## src/hdl/slid_pkg.sv

```systemverilog
// slid_pkg: shared types and constants for the sorted list insert/delete unit
// depends on nothing; used by slid_cell and sorted_list_insert_delete_unit
`timescale 1ns / 1ps

package slid_pkg;

  // store geometry
  localparam int unsigned Capacity = 64;
  localparam int unsigned ValueW   = 32;
  localparam int unsigned CountW   = $clog2(Capacity + 1);

  // operation codes
  localparam logic KindInsert = 1'b0;
  localparam logic KindDelete = 1'b1;

  // status codes
  localparam logic [1:0] StatusDone     = 2'd0;
  localparam logic [1:0] StatusFull     = 2'd1;
  localparam logic [1:0] StatusEmpty    = 2'd2;
  localparam logic [1:0] StatusNotFound = 2'd3;

  // input item
  typedef struct packed {
    logic                     kind;
    logic signed [ValueW-1:0] value;
  } in_item_t;

  // result item
  typedef struct packed {
    logic        [1:0]        status;
    logic        [CountW-1:0] count;
    logic signed [ValueW-1:0] smallest;
    logic signed [ValueW-1:0] largest;
  } out_item_t;

  // command broadcast to every cell
  typedef struct packed {
    logic                     ins_en;
    logic                     del_en;
    logic signed [ValueW-1:0] value;
  } cell_cmd_t;

endpackage

```

## src/hdl/slid_cell.sv

```systemverilog
// slid_cell: one entry of the sorted row, compares against the broadcast value
// and takes its own, the new, the left or the right neighbor's value; uses slid_pkg
`timescale 1ns / 1ps

module slid_cell (
  input  logic                              clk_i,
  input  slid_pkg::cell_cmd_t               cmd_i,
  input  logic                              occ_i,
  input  logic                              left_lt_i,
  input  logic signed [slid_pkg::ValueW-1:0] left_val_i,
  input  logic signed [slid_pkg::ValueW-1:0] right_val_i,
  output logic                              lt_o,
  output logic                              eq_o,
  output logic signed [slid_pkg::ValueW-1:0] val_o
);

  logic signed [slid_pkg::ValueW-1:0] val_q, val_d;
  logic                               less;

  // compare held value against the broadcast value
  assign less = val_q < cmd_i.value;
  assign lt_o = occ_i && less;
  assign eq_o = occ_i && (val_q == cmd_i.value);
  assign val_o = val_q;

  // insert opens a slot at the first cell not below the value, delete closes
  // the gap from the first cell not below the value onward
  always_comb begin
    val_d = val_q;
    if (cmd_i.ins_en && !lt_o) begin
      if (left_lt_i) begin
        val_d = cmd_i.value;
      end else begin
        val_d = left_val_i;
      end
    end else if (cmd_i.del_en && occ_i && !less) begin
      val_d = right_val_i;
    end
  end

  // entry storage
  always_ff @(posedge clk_i) begin
    val_q <= val_d;
  end

endmodule

```

## config.mk

```make
export PLATFORM = sky130hd
export DESIGN_NAME = slid_cell
export DESIGN_NICKNAME = d
export VERILOG_FILES = /design/src/hdl/slid_pkg.sv /design/src/hdl/slid_cell.sv
export SDC_FILE = /design/constraint.sdc
export NUM_CORES = 1
export LEC_CHECK = 0
export BUFFER_PORTS_ARGS = -buffer_cell sky130_fd_sc_hd__clkbuf_2
export CAP_MARGIN = 30
export CORE_ASPECT_RATIO = 1.5
export CORE_UTILIZATION = 40
export DETAILED_ROUTE_END_ITERATION = 8
export PLACE_DENSITY = 0.72
export SLEW_MARGIN = 5
export SYNTH_ARGS = -nofsm -noshare
export SYNTH_HDL_FRONTEND = slang
export SYNTH_SLANG_ARGS = --single-unit
export TNS_END_PERCENT = 100
```

## constraint.sdc

```tcl
create_clock -name clk_i -period 6.6 [get_ports clk_i]
set_clock_uncertainty 0.2 [all_clocks]
set_input_delay 0.66 -clock clk_i [delete_from_list [all_inputs] [get_ports clk_i]]
set_output_delay 0.66 -clock clk_i [all_outputs]
set_load 0.02 [all_outputs]
```

; After elaboration in Yosys (flattened, before gate mapping)
; Cells that the tools add are included.
[totals]
register_bits = 32
output_inout_bits = 34
[op_classes]
eq_ne = 1
n_lt_le_gt_ge = 1
n_reduce_logical = 8
muxes = 3
[ops]
columns = operator, count
row1 = two-way mux 32 bit, 3
row2 = == test 32 bit, 1
row3 = < comparator 32 bit, 1
row4 = logical AND 1 bit, 5
row5 = logical NOT 1 bit, 2
row6 = nonzero test 2 bit, 1

; Longest topological paths before layout
; Gate-level depths: netlist (run 1).
[logic_depth]
word_depth = 5
depth_mapped = 9

; Worst setup path after synthesis (run 1)
; OpenSTA, ideal clock, no wires.
[synth_timing]
path_type = input to register
from = input port cmd_i[14] (netlist bit)
to = register val_q, in the netlist val_o[0] (enable)
setup_slack_ns = 2.331
setup_ns = 0.421
required_time_ns = 5.979
arrival_time_ns = 3.648
path_buffers = 0
cell_stages = 8
path_cell_list = inv_1 > ha_1 > nand4_1 > nor4_1 > a21bo_2 > a31oi_2 > o21ai_0 > nor2_1
[synth_via]
elab_chain_cells = 5
word_cells_on_any_way = 7
classes_between = order compare (1) / reduce/logical (6)
[synth_lines]
columns = item, line
row1 = from (decl), slid_cell.sv:7  ; input slid_pkg::cell_cmd_t cmd_i,
row2 = < comparator 32 bit, slid_cell.sv:21  ; assign less = val_q < cmd_i.value;
row3 = logical AND 1 bit, slid_cell.sv:22  ; assign lt_o = occ_i && less;
row4 = via lt_o, slid_cell.sv:12  ; output logic lt_o,
row5 = logical NOT 1 bit, slid_cell.sv:30  ; if (cmd_i.ins_en && !lt_o) begin
row6 = logical AND 1 bit, slid_cell.sv:30
row7 = nonzero test 2 bit (no source line), n/a
row8 = to (signal assigned), slid_cell.sv:43  ; val_q <= val_d;
row9 = to (decl), slid_cell.sv:17  ; logic signed [slid_pkg::ValueW-1:0] val_q, val_d;
; The timed path passes the listed nets, and every way through them passes these cells.
; A chain may end at the register's enable or synchronous reset.

; Final worst setup path (run 1)
[layout_timing]
from = input port cmd_i[31] (netlist bit)
to = output port lt_o
[layout_via]
elab_chain_cells = 2
[layout_lines]
columns = item, line
row1 = < comparator 32 bit, slid_cell.sv:21
row2 = logical AND 1 bit, slid_cell.sv:22
row3 = to (decl), slid_cell.sv:12
; No other way between the ends.

==> metrics.cfg, run 1 <==
[pwr]
p_per_area_nw_per_um2=223.0
ir_drop_v=0.0001191
leakage_nw=1.729
total_power_w=0.0007750

[clock_network]
clkTransAtPathRegs_ns=0.07
post_cts_buffers=0
post_cts_resized=0
clockBufferDepth=2
clkSinkCount=32
cts_tree=done
clock_latency_ns=0.29
cts_htree_levels=2
root_buffer=clkbuf_8
ctsHoldBuffers=0
cts_buffers=5

[finish]
drive_above_1_share=0.5813
antennaDiodeCount=0
multi_input_area_um2=1460
area_delta_synth_final_pct=34.35
instances_no_fill=437
layout.nets=495
largest_register_ffs=32
fillers=565
register_area_um2=960.9

[yosys]
synth_area_um2=2586
avgSynthCellArea_um2=11.44
ys_ff_latch=32
ys_types=25
syn_nets=359
synthCells=226
yosys_warnings=0
synth_seq_area_share=0.3716

[floorplanning]
fp.dieW_um=67.66
initial_utilization=0.4188
rows=35
die_h_um=100.5
dieArea_um2=6798
core_um2=6175
io-pin-count=135

[drt]
drt_wl_total_um=6362
num_vias=2231
drt_iter0_drc=67
drt_first_pass_iters=4
avgViaCountPerCell=5.105
ant_nets=0
wl_per_cell_um=14.56
drc=0

[worst_setup_path]
max_stage_delay_ns=0.41
cp_data_required_time_ns=5.74
startpoint=cmd_i[31]
cp-start-kind=input pin
rr_startpoint=val_o[31]
crit_slowest_cell=o21ai_0
path_class=in2out
crit_path_end_kind=output pin
worstPathArrival_ns=2.82
crit_path_max_fanout=5
crit_chain=clkbuf_2 > inv_1 > ha_1 > a21oi_1 > o21ai_0 > a221o_1 > or3_4 > o21ai_0 > clkbuf_2

[sta]
holdWs_ns=0.4616
min_period_ns=3.685
slew_headroom=0.4322
post-route-period-util=0.5583
tightest_slew_ns=0.8518
setup-violations-final=0
maxSlewViolCount=0
rsz0062_at_grt=false
hold_viol_final=0
setup_ws_ns=2.915
clock.fmax_mhz=271.4
setup_tns_ns=0

[placement]
pre_cts_slack_ns=2.685
place_inst=428
hpwlAfterDp_um=5124
port_buffers=134
gp_congestion=0.8038

[min_path]
worstHoldStart=right_val_i[5]
hp-class=in2reg

[grt]
overflow=0
grt_max_degree=33
grt_pass1_wl_um=9625
grtUsageTotal=0.1918
antenna_found_initial=0
grt_pass1_vias=2273

[run_status]
status=finished, final reports clean

[job]
drv_cap=0

## final timing paths
| check | slack (ns) | to | cells after the start |
|---|---|---|---|
| max reg2reg | 3.22 | val_o[4] | 8 |
| min reg2reg | 1.26 | val_o[22] | 4 |
| min | 0.46 | val_o[5] | 2 |
| max | 2.92 | lt_o | 9 |
## cell usage after synthesis
cell type	instances	area share
nand2_1	11	0.016
a21o_1	1	0.0029
and3_1	1	0.0024
edfxtp_1	32	0.37
a31oi_2	1	0.0048
a21bo_2	1	0.0039
inv_1	33	0.048
o211ai_1	1	0.0029
mux2_1	2	0.0087
nor4_1	2	0.0048
o211ai_4	1	0.0082
a22oi_1	1	0.0029
nor2_1	5	0.0073
nand3b_1	1	0.0029
o21ai_0	6	0.012
nor2b_1	1	0.0024
a21oi_1	16	0.031
clkbuf_1	4	0.0058
mux2_2	62	0.27
ha_1	32	0.15
nand4_1	5	0.012
or3_4	1	0.0044
buf_6	3	0.013
a221o_1	1	0.0039
nand3_1	2	0.0039
## power by group
group,switching [W],internal [W]
Sequential,0.0000197,0.000272
Combinational,0.000158,0.000134
Clock,0.0000796,0.000112
Total,0.000257,0.000518
## stage by stage
step	util	area [um^2]
5_1_grt	0.5627	3475
2_1_floorplan	-	2586
3_3_place_gp	0.5358	3308
3_5_place_dp	0.5402	3336
6_report	0.5627	3475
4_1_cts	0.5583	3447
## cell families after synthesis
| kind of cell | share of synthesized area |
|---|---|
| fa+ha+maj | 0.1548 |
| flops | 0.3716 |
| buf+inv | 0.06676 |
| mux | 0.2787 |
| compound gates | 0.07209 |
| simple gates | 0.05612 |
## final cells by class
type / count / share of cell area
Timing Repair Buffer: 136 / 0.2089
Clock inverter: 3 / 0.01224
Multi-Input combinational cell: 154 / 0.4202
Tap cell: 74 / 0.02665
Clock buffer: 5 / 0.01981
Inverter: 33 / 0.03565
Sequential cell: 32 / 0.2766
## metal layers
| metal | up-vias | GRT usage | wire length, um |
|---|---|---|---|
| met4 | 0 | 0.09329 | 150 |
| met5 | - | 0 | 0 |
| met2 | 95 | 0.3648 | 3575 |
| met3 | 10 | 0.03507 | 381 |
| li1 | 1101 | - | - |
| met1 | 1025 | 0.1880 | 2255 |
## layout by cell type (no fill, tap or decap), types with 2 or more instances in the layout
cell type / count
clkbuf_2: 134
mux2_2: 62
inv_1: 33
ha_1: 32
edfxtp_1: 32
a21oi_1: 16
nand2_1: 11
o21ai_0: 6
nand4_1: 5
clkbuf_8: 5
nor2_1: 4
nor4_1: 2
nand3_1: 2
mux2_1: 2
buf_16: 2
## critical path: cells and delay by family
| kind | cells | cell delay [ns] |
|---|---|---|
| and+or+nand+nor | 1 | 0.39 |
| buffers and inverters | 3 | 0.39 |
| adders and majority gates | 1 | 0.34 |
| AOI/OAI and AO/OA | 4 | 1.05 |
(Power assumes the default switching activity.)
==> inputs of run 2 (changes only) <==
--- a/config.mk
+++ b/config.mk
@@ -5,6 +5,7 @@
 export SDC_FILE = /design/constraint.sdc
 export NUM_CORES = 1
 export LEC_CHECK = 0
+export ABC_AREA = 1
 export BUFFER_PORTS_ARGS = -buffer_cell sky130_fd_sc_hd__clkbuf_2
 export CAP_MARGIN = 30
 export CORE_ASPECT_RATIO = 1.5
==> constraint.sdc (replaced) <==
create_clock -name clk_i -period 3.4 [get_ports clk_i]
set_clock_uncertainty 0.2 [all_clocks]
set_input_delay 0.34 -clock clk_i [delete_from_list [all_inputs] [get_ports clk_i]]
set_output_delay 0.34 -clock clk_i [all_outputs]
set_load 0.02 [all_outputs]
==> run 2 against run 1 <==
  * Sequential power rose by 95%
  * Wire length grew 8.3%
  * Flip-flop and latch count stayed put
==> metrics.cfg, run 2 <==
[finish]
fin_util=0.5338  ; -0.02891
final_cell_mix=clkbuf_2, nand2_1, a21oi_1
drive_above_1_share=0.3033  ; -0.2780
final_common_cell=clkbuf_2
antennaDiodeCount=0  ; unchanged
area_delta_synth_final_pct=29.56
largest_register_ffs=32  ; unchanged
layout.nets=621  ; +25%

[worst_setup_path]
cpMostUsedCell=nand2_1
r2r_setup_slack_ns=0.64  ; -2.58 ns
rr_startpoint=val_o[11]
max_stage_delay_ns=0.40  ; about the same
path_depth=12  ; +3
crit_path_max_fanout=24  ; +19
worstPathArrival_ns=2.36  ; -0.46 ns
worstReg2RegEnd=val_o[1]
critPathBufInv=3  ; unchanged
crit_path_end_kind=output pin
crit_end=lt_o
crit_chain=ha_1 > nand2_1 > inv_1 > nand3_1 > nor3_1 > nand2_1 > nand2_1 > nand2_1 > nand3_1 > nand3_4 > inv_1 > clkbuf_2
reg2reg_depth=14  ; +6
cp_data_required_time_ns=2.86  ; -2.88 ns
cp-start-kind=flop
startpoint=val_o[11]
crit_slowest_cell=edfxtp_1
path_class=reg2out
path_delay_family=simple AND/OR/NAND/NOR gates

[yosys]
synth_seq_area_share=0.3621  ; -0.009460
synth.area.top_cells=edfxtp_1, ha_1, nand2_1, a21oi_1, nand3_1
avgSynthCellArea_um2=7.392  ; -35%
synth_compound_area_frac=0.09901  ; +0.02692
async_reset_ff_frac=0  ; unchanged
synth.most_common_cell=nand2_1
synthCells=359  ; +59%
muxShareOfSynthArea=0.004243  ; -0.2744
synth_area_leader_cell=edfxtp_1
ys_types=20  ; -20%
yosys_warnings=0  ; unchanged
synth-xor-area-share=0  ; unchanged
synth_top_area_frac=0.3621  ; -0.009460
synth_common_cells=nand2_1, a21oi_1, inv_1
synth_area_um2=2654  ; +2.6%
syn_nets=492  ; +37%
synth-simple-area-share=0.2852  ; +0.2291
ys_ff_latch=32  ; unchanged
synth-edff-count=32  ; unchanged
synth-adder-area-share=0.1509  ; -0.003942
synthFlopType=edfxtp_1
synth_top_family_by_area=simple AND/OR/NAND/NOR gates

[floorplanning]
fp.dieW_um=68.51  ; +1.3%
core_um2=6441  ; +4.3%
dieArea_um2=6971  ; +2.5%
rows=36  ; +2.9%
initial_utilization=0.4120  ; -0.006840
die_h_um=101.8  ; +1.3%
io-pin-count=135  ; unchanged

[grt]
grt_pass1_wl_um=10720  ; +11%
grt_max_degree=41  ; +24%
overflow=0  ; unchanged
top_usage_layer=met2
use_met1=0.2526  ; +0.06465
antenna_found_initial=0  ; unchanged
grtUsageTotal=0.2058  ; +0.01402
met3_usage=0.03829  ; +0.003220
grt_pass1_vias=2495  ; +9.8%
grt_use_met2=0.3529  ; -0.01187

[drt]
drt_first_pass_iters=5  ; +1
drc=0  ; unchanged
wl_per_cell_um=12.22  ; -16%
num_vias=2760  ; +24%
drt_iter0_drc=95  ; +42%
drt_wl_total_um=6890  ; +8.3%
ant_nets=0  ; unchanged
avgViaCountPerCell=4.894  ; -4.1%

[placement]
pre_cts_slack_ns=0.5588  ; -2.126 ns
hpwlAfterDp_um=5499  ; +7.3%
gp_congestion=0.7779  ; -3.2%
port_buffers=134  ; unchanged

[min_path]
hp-class=in2reg
min_path_cells=3  ; +1

[clock_network]
clkTransAtPathRegs_ns=0.07  ; about the same
root_buffer=clkbuf_8
clockBufferDepth=2  ; unchanged
clkSinkCount=32  ; unchanged
cts_tree=done
clock_latency_ns=0.28  ; about the same
post_cts_buffers=0  ; unchanged
post_cts_resized=0  ; unchanged
cts_buffers=5  ; unchanged
ctsHoldBuffers=0  ; unchanged
cts_htree_levels=2  ; unchanged

[job]
drv_cap=0  ; unchanged

[sta]
setup_tns_ns=0  ; unchanged
holdWs_ns=0.1207  ; -0.3409 ns
setup-violations-final=0  ; unchanged
setup_ws_ns=0.4956  ; -2.420 ns
hold_viol_final=0  ; unchanged
post-route-period-util=0.8542
maxSlewViolCount=0  ; unchanged
min_period_ns=2.904
tightest_slew_ns=0.7617  ; -0.09004 ns
clock.fmax_mhz=344.3
slew_headroom=0.4922  ; +0.06002
rsz0062_at_grt=false

[run_status]
status=finished, final reports clean

[pwr]
leakage_nw=1.974  ; +14%
p_per_area_nw_per_um2=414.7  ; +86%
ir_drop_v=0.0002256  ; +89%

## run 2: layout make-up
type | count | area, um^2
clock buffers | 6 | 72.57
clock inverters | 1 | 5.005
fillers | 651 | 3003
inverters | 44 | 165.2
multi-input cells | 266 | 1431
flip-flops and latches | 32 | 960.9
well taps | 76 | 95.09
repair buffers | 139 | 708.2
## run 2: power breakdown
part	switching (W)	total [W]	internal, W	leakage [nW]
clock	0.000139	0.000278	0.000139	0.0410
sequential	0.0000395	0.000569	0.000529	0.313
combinational	0.000363	0.000579	0.000217	1.62
total	0.000541	0.00143	0.000885	1.97
## run 2: logic make-up (layout without fill, tap and decap cells)
| group | Yosys count | count (layout) |
|---|---|---|
| flops | 32 | 32 |
| fa+ha+maj | 32 | 32 |
| mux | 1 | 1 |
| compound gates | 51 | 51 |
| buf+inv | 61 | 190 |
| simple gates | 182 | 182 |
## run 2: worst min path at each step
stage / startpoint / end / slack (ns)
floorplan: right_val_i[0] / val_o[0] / 0.32
global placement: right_val_i[0] / val_o[0] / 0.41
detailed placement: right_val_i[21] / val_o[21] / 0.41
CTS: right_val_i[21] / val_o[21] / 0.11
global route: right_val_i[3] / val_o[3] / 0.12
finish: right_val_i[21] / val_o[21] / 0.12
## run 2: worst reg2reg max path, cell delays in order, from the launching register on
cell,delay [ns]
edfxtp_1,0.40
ha_1,0.31
nand2_1,0.05
inv_1,0.06
nand3_1,0.06
nor3_1,0.27
nand2_1,0.09
nand2_1,0.08
nand2_1,0.06
nand2_1,0.06
nand2_1,0.08
nand3_4,0.23
o21ai_0,0.15
inv_1,0.12
buf_4,0.21
## run 2: layer usage
metal,vias to the layer above,share of wire
met5,-,0
li1,1439,-
met4,0,0.012
met2,117,0.50
met1,1198,0.41
met3,6,0.069
## run 2: metrics by stage
stage / std cells / power (W) / cell area (um^2)
2_1_floorplan: 359 / 0.0009633 / 2654
3_3_place_gp: 557 / 0.001148 / 3361
3_5_place_dp: 557 / 0.001162 / 3361
4_1_cts: 564 / 0.001443 / 3438
5_1_grt: 564 / 0.001541 / 3438
6_report: 564 / 0.001426 / 3438
